`src/hw/rtl/skbh_pkg.sv`:
```
package skbh_pkg;

	// Field and state widths
	localparam int unsigned HASH_W = 64;
	localparam int unsigned BYTE_W = 8;
	localparam int unsigned NB_W   = 32;

	// djb2 seed and multiplier shift (hash*33 = (hash << 5) + hash)
	localparam logic [HASH_W-1:0] HASH_SEED  = HASH_W'(5381);
	localparam int unsigned       HASH_SHIFT = 5;

	// Remainder unit: one quotient bit per step
	localparam int unsigned DIV_STEPS = HASH_W;
	localparam int unsigned DIV_CNT_W = $clog2(DIV_STEPS);

	// Status of the remainder unit towards the sequencer
	typedef struct packed {
		logic busy;
		logic done;
	} div_stat_t;

endpackage

```
`src/hw/rtl/skbh_if.sv`:
```
interface skbh_key_if;
	import skbh_pkg::*;

	logic              valid;
	logic              ready;
	logic [BYTE_W-1:0] key_byte;
	logic              byte_present;
	logic              key_end;

	modport source (output valid, output key_byte, output byte_present, output key_end,
		input ready);
	modport sink (input valid, input key_byte, input byte_present, input key_end,
		output ready);
endinterface

interface skbh_bucket_if;
	import skbh_pkg::*;

	logic            valid;
	logic            ready;
	logic [NB_W-1:0] bucket_index;

	modport source (output valid, output bucket_index, input ready);
	modport sink (input valid, input bucket_index, output ready);
endinterface

interface skbh_cfg_if;
	import skbh_pkg::*;

	logic            valid;
	logic            ready;
	logic [NB_W-1:0] data;

	modport source (output valid, output data, input ready);
	modport sink (input valid, input data, output ready);
endinterface

```
`src/hw/rtl/skbh_div.sv`:
```
module skbh_div (
	input  logic                         clk,
	input  logic                         arst_n,
	input  logic                         start,
	input  logic [skbh_pkg::HASH_W-1:0]  dividend,
	input  logic [skbh_pkg::NB_W-1:0]    divisor,
	output skbh_pkg::div_stat_t          stat,
	output logic [skbh_pkg::NB_W-1:0]    remainder
);
	import skbh_pkg::*;

	logic [HASH_W-1:0]    dvd_q;
	logic [NB_W-1:0]      dvs_q;
	logic [NB_W-1:0]      rem_q;
	logic [DIV_CNT_W-1:0] cnt_q;
	logic                 busy_q;
	logic                 done_q;
	logic [NB_W:0]        shifted;
	logic [NB_W+1:0]      diff;

	// Bring down the next dividend bit and trial-subtract the divisor
	assign shifted = {rem_q, dvd_q[HASH_W-1]};
	assign diff    = {1'b0, shifted} - {2'b00, dvs_q};

	// Sequence control: one step per cycle, done pulses after the last
	always_ff @(posedge clk or negedge arst_n) begin
		if (!arst_n) begin
			busy_q <= 1'b0;
			done_q <= 1'b0;
			cnt_q  <= '0;
		end else begin
			done_q <= 1'b0;
			if (start) begin
				busy_q <= 1'b1;
				cnt_q  <= '0;
			end else if (busy_q) begin
				cnt_q <= cnt_q + 1'b1;
				if (cnt_q == DIV_CNT_W'(DIV_STEPS - 1)) begin
					busy_q <= 1'b0;
					done_q <= 1'b1;
				end
			end
		end
	end

	// Datapath: restoring remainder, keep partial remainder below the divisor
	always_ff @(posedge clk) begin
		if (start) begin
			dvd_q <= dividend;
			dvs_q <= divisor;
			rem_q <= '0;
		end else if (busy_q) begin
			dvd_q <= dvd_q << 1;
			if (!diff[NB_W+1]) begin
				rem_q <= diff[NB_W-1:0];
			end else begin
				rem_q <= shifted[NB_W-1:0];
			end
		end
	end

	assign stat.busy = busy_q;
	assign stat.done = done_q;
	assign remainder = rem_q;

endmodule

```
`src/hw/rtl/string_key_bucket_hash_core.sv`:
```
// djb2 bucket hash over a key streamed one byte per transfer.
//
// key_ch   : one transfer per key byte (key_byte, byte_present, key_end).
//            A byte with byte_present set is folded in as a signed char:
//            hash = hash*33 + byte, modulo 2^64. key_end marks the last
//            transfer of a key; byte_present clear with key_end set ends the
//            key without adding a byte.
// bucket_ch: one transfer per key, bucket_index = hash mod num_buckets
//            (0 when num_buckets is 0).
// cfg      : writes num_buckets; always ready. Write only while idle.
//
// Flow: transfers without key_end are taken while idle. A transfer with
// key_end starts the bit-serial remainder unit, one quotient bit per
// step; key_ch is not ready meanwhile. The bucket index is loaded into
// the output register once the remainder unit is done and the slot is free.
// A stalled bucket_ch holds the result in the output register; a second key
// may then be hashed and divided, and waits for the slot before reloading.
// Reset: hash returns to 5381, num_buckets to 64, output slot empty.
module string_key_bucket_hash_core (
	input  logic          clk,
	input  logic          arst_n,
	skbh_key_if.sink      key_ch,
	skbh_bucket_if.source bucket_ch,
	skbh_cfg_if.sink      cfg
);
	import skbh_pkg::*;

	typedef enum logic [2:0] {
		ST_IDLE = 3'b001,
		ST_DIV  = 3'b010,
		ST_WAIT = 3'b100
	} state_t;

	state_t            state_q;
	logic [HASH_W-1:0] hash_q;
	logic [HASH_W-1:0] hash_next;
	logic [HASH_W-1:0] byte_ext;
	logic [NB_W-1:0]   num_buckets_q;
	logic [NB_W-1:0]   out_q;
	logic              out_vld_q;
	logic              key_xfer;
	logic              div_start;
	logic              slot_free;
	logic              load_out;
	div_stat_t         div_stat;
	logic [NB_W-1:0]   div_rem;

	assign key_ch.ready = (state_q == ST_IDLE);
	assign key_xfer     = key_ch.valid && key_ch.ready;
	assign div_start    = key_xfer && key_ch.key_end;
	assign slot_free    = !out_vld_q || bucket_ch.ready;
	assign load_out     = slot_free && ((state_q == ST_DIV && div_stat.done)
		|| state_q == ST_WAIT);

	// Fold in the byte as a sign-extended char: hash*33 + byte
	assign byte_ext  = {{(HASH_W-BYTE_W){key_ch.key_byte[BYTE_W-1]}}, key_ch.key_byte};
	assign hash_next = key_ch.byte_present ? ((hash_q << HASH_SHIFT) + hash_q + byte_ext)
		: hash_q;

	skbh_div u_div (
		.clk       (clk),
		.arst_n    (arst_n),
		.start     (div_start),
		.dividend  (hash_next),
		.divisor   (num_buckets_q),
		.stat      (div_stat),
		.remainder (div_rem)
	);

	// Sequencer
	always_ff @(posedge clk or negedge arst_n) begin
		if (!arst_n) begin
			state_q <= ST_IDLE;
		end else begin
			case (state_q)
				ST_IDLE: begin
					if (div_start) state_q <= ST_DIV;
				end
				ST_DIV: begin
					if (div_stat.done) state_q <= slot_free ? ST_IDLE : ST_WAIT;
				end
				ST_WAIT: begin
					if (slot_free) state_q <= ST_IDLE;
				end
				default: state_q <= ST_IDLE;
			endcase
		end
	end

	// Accumulator: advance on each byte, back to the seed at key end
	always_ff @(posedge clk or negedge arst_n) begin
		if (!arst_n) begin
			hash_q <= HASH_SEED;
		end else if (key_xfer) begin
			hash_q <= key_ch.key_end ? HASH_SEED : hash_next;
		end
	end

	// Bucket count register
	assign cfg.ready = 1'b1;
	always_ff @(posedge clk or negedge arst_n) begin
		if (!arst_n) begin
			num_buckets_q <= NB_W'(64);
		end else if (cfg.valid && cfg.ready) begin
			num_buckets_q <= cfg.data;
		end
	end

	// Output slot: hold until transfer, load when the remainder is ready
	always_ff @(posedge clk or negedge arst_n) begin
		if (!arst_n) begin
			out_vld_q <= 1'b0;
		end else if (load_out) begin
			out_vld_q <= 1'b1;
		end else if (bucket_ch.ready) begin
			out_vld_q <= 1'b0;
		end
	end

	always_ff @(posedge clk) begin
		if (load_out) begin
			out_q <= (num_buckets_q == '0) ? '0 : div_rem;
		end
	end

	assign bucket_ch.valid        = out_vld_q;
	assign bucket_ch.bucket_index = out_q;

`ifndef ASSERT_OFF
	a_done_in_div: assert property (@(posedge clk) disable iff (!arst_n)
		div_stat.done |-> state_q == ST_DIV)
		else $error("remainder done outside divide state");

	a_busy_in_div: assert property (@(posedge clk) disable iff (!arst_n)
		div_stat.busy |-> state_q == ST_DIV)
		else $error("remainder unit busy outside divide state");

	a_seed_after_end: assert property (@(posedge clk) disable iff (!arst_n)
		(key_ch.valid && key_ch.ready && key_ch.key_end) |=> hash_q == HASH_SEED)
		else $error("accumulator not reseeded after key end");

	a_out_from_div: assert property (@(posedge clk) disable iff (!arst_n)
		$rose(bucket_ch.valid) |-> $past(state_q == ST_DIV || state_q == ST_WAIT))
		else $error("bucket result without a finished remainder");
`endif

endmodule

```
`src/flat_wrapper.sv`:
```
// flat-port wrapper written by rule: the top's interface ports become plain ports
module string_key_bucket_hash_core_flat import skbh_pkg::*;
  (clk, arst_n, key_ch_valid, key_ch_key_byte, key_ch_byte_present, key_ch_key_end, key_ch_ready, bucket_ch_valid, bucket_ch_bucket_index, bucket_ch_ready, cfg_valid, cfg_data, cfg_ready);
  skbh_key_if key_ch_i ();
  skbh_bucket_if bucket_ch_i ();
  skbh_cfg_if cfg_i ();
  input  logic clk;
  input  logic arst_n;
  input wire logic [$bits(key_ch_i.valid)-1:0] key_ch_valid;
  input wire logic [$bits(key_ch_i.key_byte)-1:0] key_ch_key_byte;
  input wire logic [$bits(key_ch_i.byte_present)-1:0] key_ch_byte_present;
  input wire logic [$bits(key_ch_i.key_end)-1:0] key_ch_key_end;
  output wire logic [$bits(key_ch_i.ready)-1:0] key_ch_ready;
  output wire logic [$bits(bucket_ch_i.valid)-1:0] bucket_ch_valid;
  output wire logic [$bits(bucket_ch_i.bucket_index)-1:0] bucket_ch_bucket_index;
  input wire logic [$bits(bucket_ch_i.ready)-1:0] bucket_ch_ready;
  input wire logic [$bits(cfg_i.valid)-1:0] cfg_valid;
  input wire logic [$bits(cfg_i.data)-1:0] cfg_data;
  output wire logic [$bits(cfg_i.ready)-1:0] cfg_ready;
  assign key_ch_i.valid = key_ch_valid;
  assign key_ch_i.key_byte = key_ch_key_byte;
  assign key_ch_i.byte_present = key_ch_byte_present;
  assign key_ch_i.key_end = key_ch_key_end;
  assign key_ch_ready = key_ch_i.ready;
  assign bucket_ch_valid = bucket_ch_i.valid;
  assign bucket_ch_bucket_index = bucket_ch_i.bucket_index;
  assign bucket_ch_i.ready = bucket_ch_ready;
  assign cfg_i.valid = cfg_valid;
  assign cfg_i.data = cfg_data;
  assign cfg_ready = cfg_i.ready;
  string_key_bucket_hash_core u_core (.clk(clk), .arst_n(arst_n), .key_ch(key_ch_i), .bucket_ch(bucket_ch_i), .cfg(cfg_i));
endmodule
```
`config.mk`:
```
export PLATFORM = sky130hd
export DESIGN_NAME = string_key_bucket_hash_core_flat
export DESIGN_NICKNAME = d
export VERILOG_FILES = /design/src/hw/rtl/skbh_pkg.sv /design/src/hw/rtl/skbh_if.sv /design/src/hw/rtl/skbh_div.sv /design/src/hw/rtl/string_key_bucket_hash_core.sv /design/src/flat_wrapper.sv
export SDC_FILE = /design/constraint.sdc
export NUM_CORES = 1
export LEC_CHECK = 0
export BUFFER_PORTS_ARGS = -buffer_cell sky130_fd_sc_hd__buf_4
export CAP_MARGIN = 10
export CORE_ASPECT_RATIO = 0.5
export CORE_UTILIZATION = 43
export DETAILED_ROUTE_END_ITERATION = 10
export PLACE_DENSITY = 0.66
export SYNTH_ARGS = -nofsm -noshare
export SYNTH_HDL_FRONTEND = slang
export SYNTH_HIERARCHICAL = 1
export SYNTH_SLANG_ARGS = --single-unit
export TNS_END_PERCENT = 30
```
`constraint.sdc`:
```
create_clock -name clk -period 5.9 [get_ports clk]
set_input_delay 1.475 -clock clk [delete_from_list [all_inputs] [get_ports clk]]
set_output_delay 1.475 -clock clk [all_outputs]
set_load 0.05 [all_outputs]
```
-- Word-level counts from Yosys, hierarchy flattened
Index checks and enable logic that the tools add are counted.
- flip-flop bits (word level): 268
- input port bits: 47
- output and inout bits: 35
- logic and storage cells: 53
- $add $sub $neg: 4
- equal/unequal tests: 7
- muxes and demuxes: 20
- reduce and logical (&&, ||, !) cells: 11
- operator list (operator ; number):
    $mux W64 ; 4
    $add A64 B64 Y64 ; 2
    $sub A33 B32 Y34 ; 1
    $logic_not A32 Y1 ; 1
    $mux W32 ; 1
    $mux W3 ; 4
    $mux W6 ; 2
    $pmux W3 S3 ; 1
    $mux W1 ; 8
    $add A6 B1 Y6 const B ; 1
    $eq A6 B6 Y1 const B ; 1
    $logic_and A1 B1 Y1 ; 4
    $ne A2 B2 Y1 const B ; 2
    $reduce_bool A2 Y1 ; 2
    $eq A3 B1 Y1 const B ; 1
    $eq A3 B2 Y1 const B ; 1
    $eq A3 B3 Y1 const B ; 1
    $reduce_and A3 Y1 ; 1
    $logic_or A1 B1 Y1 ; 2
    $ne A2 B1 Y1 const B ; 1
    $logic_not A1 Y1 ; 1

-- Logic depth before layout (Yosys ltp)
Gate-level depths: netlist (run 1).
- depth after elaboration: 5
- gate-level depth with buffers: 15
- mapped depth without buffers: 15

-- By module
Netlist (run 1), hierarchy kept.
- modules (own cells, without submodules) (module ; instances ; cells each ; area each (µm²)):
    string_key_bucket_hash_core ; 1 ; 1115 ; 10913.0
    skbh_div ; 1 ; 642 ; 7213.2

-- Worst setup path before layout (run 1)
No wires, ideal clock.
- path type: reg2reg
- from: register u_core.state_q[0]
- to: register u_core.u_div.dvd_q[0], enable pin
- arrival time: 5111 ps
- path slack: 395 ps
- cell stages (with the launch flop): 9
- buffers on the path: 3
- period minus slack after synthesis: 5505 ps
- cell sequence: dfstp_2 inv_1 nor3_1 nand2_1 clkbuf_1 nor2_1 clkbuf_1 clkbuf_1 or2_2
- cells in the longest elaborated chain, start to end: 4
- RTL lines (what ; line ; text):
    start: declaration ; string_key_bucket_hash_core.sv:34 ; state_t state_q;
    start signal: assignment ; string_key_bucket_hash_core.sv:80 ; if (div_stat.done) state_q <= slot_free ? ST_IDLE : ST_WAIT;
    $eq A3 B1 Y1 ; string_key_bucket_hash_core.sv:48 ; assign key_ch.ready = (state_q == ST_IDLE);
    net key_ch_ready ; flat_wrapper.sv:13 ; output wire logic [$bits(key_ch_i.ready)-1:0] key_ch_ready;
    $logic_and A1 B1 Y1 ; string_key_bucket_hash_core.sv:49 ; assign key_xfer = key_ch.valid && key_ch.ready;
    $logic_and A1 B1 Y1 ; string_key_bucket_hash_core.sv:50 ; assign div_start = key_xfer && key_ch.key_end;
    net u_core.div_start ; string_key_bucket_hash_core.sv:42 ; logic div_start;
    $reduce_bool A2 Y1 (no source line) ; n/a ;
    end signal: assignment ; skbh_div.sv:49 ; dvd_q <= dividend;
    end signal: assignment ; skbh_div.sv:53 ; dvd_q <= dvd_q << 1;
    end: declaration ; skbh_div.sv:12 ; logic [HASH_W-1:0] dvd_q;
The timed path passes the listed nets, and every way through them passes these cells.
A chain may end at the register's enable or synchronous reset.

-- Final worst setup path (run 1)
- from: input port key_ch_key_byte[7]
- to: register u_core.u_div.dvd_q[58], data pin
- cells in the longest elaborated chain, start to end: 3
- RTL lines (what ; line ; text):
    start: declaration ; flat_wrapper.sv:10 ; input wire logic [$bits(key_ch_i.key_byte)-1:0] key_ch_key_byte;
    $add A64 B64 Y64 ; string_key_bucket_hash_core.sv:57 ; assign hash_next = key_ch.byte_present ? ((hash_q << HASH_SHIFT) + hash_q + byte_ext)
    $mux W64 ; string_key_bucket_hash_core.sv:57 ;
    net u_core.hash_next[58] ; string_key_bucket_hash_core.sv:36 ; logic [HASH_W-1:0] hash_next;
    $mux W64 ; skbh_div.sv:48 ; if (start) begin
The timed path passes the listed nets, and every way through them passes these cells.

==> impl_metrics.toml, run 1 <==
[outcome]
status = "finished clean"

[yosys]
syn_area_um2 = 18100
postSynthNetCount = 1963
yosysWarnings = 6
syn-mean-instance-area_um2 = 10.3
synthCells = 1756

[placement]
place_hpwl_um = 31300
place_congestion = 0.915
post_dp_cell_area_um2 = 19300
io_buffers = 80

[layout]
diodes = 0
utilization = 0.492
drive_gt1_frac = 0.175
fin_area_um2 = 20200
fin_nets = 2012
syn2layout_area_growth_pct = 11.2
fill_cells = 3753

[drt]
drc_errors = 0
wl_per_cell_um = 18.1
vias = 13400
dr.first_iter.drc_count = 982
wl_um = 42900
drt_first_pass_iters = 5
antenna_left = 0
viasPerCell = 5.65

[setup_path]
required_ns = 6.23
worstPathArrival_ns = 5.64
cp_max_fo = 20
end_kind = "flop"
worstSetupStartpointType = "primary input"
worstSetupPathType = "primary input to flop"

[floorplan]
initial_utilization = 0.442
die_x_um = 292
dieArea_um2 = 43000
placementRows = 52
floorplan.core_area_um2 = 41000
die-height_um = 147
pin_count = 82

[timing]
setup_violations = 0
holdWs_ns = 0.479
rsz0062_at_grt = "false"
slew_headroom = 0.244
final.setup_skew_ns = 0.0159
max_freq_mhz = 188
worstMarginPinSlew_ns = 1.13
hold_viol_final = 0
maxSlewViolCount = 0
tns_ns = 0
min_period_over_period = 0.901
fin_crit_ns = 5.31

[pwr]
max-vdd-ir-drop_mv = 0.216
total_leakage_power_nw = 8.64
p_per_area_nw_per_um2 = 617
finalPower_mw = 12.4

[clock_tree]
clk_pin_slew_worst_paths_ns = 0.06
cts_sinks = 268
cts_made_buffers = 27
cts_buffer_depth = 3
hold_buffers = 0
cts_tree = "done"
cts_resized = 0
cts_setup_buffers = 0
htreeDepth = 1
cts_root_buf = "clkbuf_16"
clock_latency_ns = 0.57

[global_route]
grt_max_degree = 85
grt_pass1_wl_um = 70100
grt_antenna_before_repair = 0
grt_pass1_vias = 12900
grt.total_usage = 0.201
gr-total-overflow = 0

[run]
maxCapViolations = 0

[worst_hold_path]
hold_path.class = "flop to flop"
[per-stage QoR]
step	setup WS, ns	std cells
floorplan	0.395	1756
global placement	0.0860	2316
detailed placement	0.0530	2316
CTS	0.666	2366
global route	0.279	2366
finish	0.585	2366
[flip-flops by register name (all words and copies together) (netlist names)]
| name | cells |
|---|---|
| u_core/bucket_ch.bucket_index | 32 |
| u_core/u_div/dvs_q | 32 |
| u_core/u_div/cnt_q | 6 |
| u_core/num_buckets_q | 32 |
| u_core/u_div/busy_q | 1 |
| u_core/state_q | 3 |
| u_core/u_div/done_q | 1 |
| u_core/hash_q | 64 |
| u_core/u_div/remainder | 32 |
| u_core/bucket_ch.valid | 1 |
| u_core/u_div/dvd_q | 64 |
[where the power goes]
group          internal, mW  switching (mW)
logic                  3.27            4.32
clock network         0.946           0.748
registers              2.62           0.516
total                  6.84            5.58
[path summary, 6_finish.rpt]
kind	start	to	slack [ns]	cells after the start
max	key_ch_key_byte[7]	u_core/u_div/dvd_q[58]$_DFFE_PP_	0.59	15
min	u_core/num_buckets_q[29]$_DFFE_PN0P_	u_core/u_div/dvs_q[29]$_DFFE_PP_	0.48	0
max reg2reg	u_core/hash_q[0]$_DFFE_PN1P_	u_core/u_div/dvd_q[54]$_DFFE_PP_	1.26	15
min reg2reg	u_core/num_buckets_q[29]$_DFFE_PN0P_	u_core/u_div/dvs_q[29]$_DFFE_PP_	0.48	0
max in group asynchronous	arst_n	u_core/hash_q[47]$_DFFE_PN0P_	3.79	2
min in group asynchronous	arst_n	u_core/hash_q[16]$_DFFE_PN0P_	1.04	1
[worst max-delay path: stages]
cell and delay, ns:
buf_4 0.37, buf_12 0.24, fa_1 0.42, ha_1 0.45, nand4_1 0.16, nor4_1 0.33
nand3_1 0.13, a211oi_1 0.20, a211oi_1 0.12, a22oi_1 0.70, a221o_1 0.26, a21oi_1 0.07
xnor2_1 0.16, mux2_2 0.27, mux2_2 0.25
[layer usage]
| layer | wire (um) | GRT usage | share of wire | vias up |
|---|---|---|---|---|
| met4 | 705 | 0.0348 | 0.016 | 0 |
| met3 | 2100 | 0.0287 | 0.049 | 51 |
| li1 | - | - | - | 6544 |
| met5 | 0 | 0 | 0 | - |
| met2 | 19100 | 0.318 | 0.45 | 313 |
| met1 | 21000 | 0.294 | 0.49 | 6468 |
[cell usage in the layout, fill, tap and decap left out, drive strengths merged, types with 32 or more instances in the layout]
master,n
nand2,158
a21oi,154
mux2,132
edfxtp,128
buf,107
nor2,102
dfrtp,101
ha,100
o21ai,88
a21o,64
inv,61
fa,60
nor2b,59
xnor2,50
xor2,40
clkbuf,40
dfxtp,32
[final cells by class]
type,instances,area [um2],area share
timing repair buffer,107,841,0.0417
inverter,60,225,0.0112
sequential,268,7200,0.357
multi-input combinational,1341,10400,0.514
tap,540,676,0.0335
clock buffer,40,764,0.0379
clock inverter,10,98.8,0.00490
Power figures use the tool's default switching activity.
==> run 2, diff against run 1 <==
--- a/config.mk
+++ b/config.mk
@@ -8,9 +8,9 @@
 export BUFFER_PORTS_ARGS = -buffer_cell sky130_fd_sc_hd__buf_4
 export CAP_MARGIN = 10
 export CORE_ASPECT_RATIO = 0.5
-export CORE_UTILIZATION = 43
+export CORE_UTILIZATION = 45
 export DETAILED_ROUTE_END_ITERATION = 10
-export PLACE_DENSITY = 0.66
+export PLACE_DENSITY = 0.68
 export SYNTH_ARGS = -nofsm -noshare
 export SYNTH_HDL_FRONTEND = slang
 export SYNTH_HIERARCHICAL = 1
==> impl_metrics.toml, run 2 (synthesized netlist as in run 1, its figures left out) <==
[layout]
drive_gt1_frac = 0.173
fill_cells = 3595
utilization = 0.512
layout_commonest_cell = "nand2_1"
layout_common_cells = "nand2_1, a21oi_1, mux2_2, edfxtp_1"
fin_nets = 2006
seq_area_um2 = 7200
multi_input_area_um2 = 10400
largestRegisters = "u_core/hash_q x64, u_core/u_div/dvd_q x64"
syn2layout_area_growth_pct = 11.1

[setup_path]
worstSetupPathType = "primary input to flop"
worstPathCellList = "buf_4 > buf_12 > fa_1 > ha_1 > a21oi_1 > o21ai_0 > or3_1 > o21ai_0 > o211ai_1 > a21oi_1 > o21ai_0 > xnor2_1 > mux2_2 > mux2_2"
required_ns = 6.21
crit_top_cell = "o21ai_0"
end_kind = "flop"
max_stage_delay_ns = 0.44
cp_max_fo = 31
cp_slowest_cell = "fa_1"
worstPathArrival_ns = 5.53
worstSetupStartpointType = "primary input"

[clock_tree]
cts_setup_buffers = 0
clk_pin_slew_worst_paths_ns = 0.07
cts_buffer_depth = 3
cts_tree = "done"
cts_made_buffers = 26
htreeDepth = 1
cts_root_buf = "clkbuf_16"
cts_sinks = 268
cts_resized = 0
clock_latency_ns = 0.57
hold_buffers = 0

[timing]
final.setup_skew_ns = 0.0217
holdWs_ns = 0.477
setup_ws_ns = 0.679
fin_crit_ns = 5.22
tns_ns = 0
maxSlewViolCount = 0
worstMarginPinSlew_ns = 1.24
hold_viol_final = 0
min_period_over_period = 0.885
setup_violations = 0
rsz0062_at_grt = "false"
max_freq_mhz = 192
slew_headroom = 0.173

[global_route]
met1_usage = 0.308
grt.total_usage = 0.213
grt_pass1_vias = 13100
grt_util_met2 = 0.340
grt_pass1_wl_um = 70600
grt_antenna_before_repair = 1
gr-max-usage-layer = "met2"
grt_max_degree = 138
grt_util_met3 = 0.0311
gr-total-overflow = 0

[drt]
drt_first_pass_iters = 5
wl_um = 43200
antenna_left = 0
vias = 13500
drc_errors = 0
wl_per_cell_um = 18.4
dr.first_iter.drc_count = 832
viasPerCell = 5.74

[placement]
place_hpwl_um = 31300
place_ws_ns = 0.164
place_congestion = 0.974
io_buffers = 80

[pwr]
total_leakage_power_nw = 8.64
max-vdd-ir-drop_mv = 0.237
p_per_area_nw_per_um2 = 621
finalPower_mw = 12.5

[floorplan]
die_x_um = 286
pin_count = 82
die-height_um = 144
placementRows = 51
initial_utilization = 0.461
floorplan.core_area_um2 = 39300
dieArea_um2 = 41100

[worst_hold_path]
hold_path.class = "flop to flop"

[outcome]
status = "finished clean"

[run]
maxCapViolations = 0
## run 2: changes by cell type in the layout (fill, tap and decap cells not counted), sizes merged
cell      delta
buf          -5
bufinv       +1
clkbuf       -2
clkinvlp     -2
diode        +1
inv          +1
## run 2: final timing paths
check	start	end	slack, ns	cells past startpoint
max in group asynchronous	arst_n	u_core/u_div/busy_q$_DFF_PN0_	3.70	2
worst max register to register	u_core/hash_q[0]$_DFFE_PN1P_	u_core/u_div/dvd_q[54]$_DFFE_PP_	1.28	15
worst min register to register	u_core/num_buckets_q[28]$_DFFE_PN0P_	u_core/u_div/dvs_q[28]$_DFFE_PP_	0.48	0
min in group asynchronous	arst_n	u_core/hash_q[21]$_DFFE_PN0P_	1.00	1
worst min-delay path	u_core/num_buckets_q[28]$_DFFE_PN0P_	u_core/u_div/dvs_q[28]$_DFFE_PP_	0.48	0
worst max-delay path	key_ch_key_byte[7]	u_core/u_div/dvd_q[54]$_DFFE_PP_	0.68	14
## run 2: cell type report
type,instances,share of cell area
inverter,60,0.0112
tap,530,0.0329
sequential,268,0.358
multi-input combinational,1341,0.514
antenna,1,0.000124
clock inverter,10,0.00615
timing repair buffer,102,0.0405
clock buffer,38,0.0371
## run 2: report_power, final
part | leakage [nW] | internal [mW] | switching (mW)
logic | 5.29 | 3.27 | 4.40
clock network | 0.421 | 0.971 | 0.739
registers | 2.92 | 2.62 | 0.508
total | 8.64 | 6.86 | 5.64
## run 2: routing by layer
| layer | vias to the layer above | wire (um) |
|---|---|---|
| li1 | 6534 | - |
| met1 | 6635 | 21300 |
| met2 | 270 | 19400 |
| met3 | 45 | 1770 |
| met4 | 0 | 752 |
| met5 | - | 0 |
## run 2: worst max-delay path: cells and delay by family
family                     cells  cell delay (ns)
AOI/OAI and AO/OA              6             1.71
buffers and inverters          2             0.38
xor gates and xnor gates       1             0.18
and+or+nand+nor                1             0.40
adders and majority gates      2             0.82
muxes                          2             0.54
## run 2: metrics by stage
stage | instance area, um2 | cells
6_report | 20100 | 2350
5_1_grt | 20100 | 2350
4_1_cts | 20100 | 2349
3_5_place_dp | 19300 | 2301
3_3_place_gp | 19300 | 2301
2_1_floorplan | 18100 | 1756
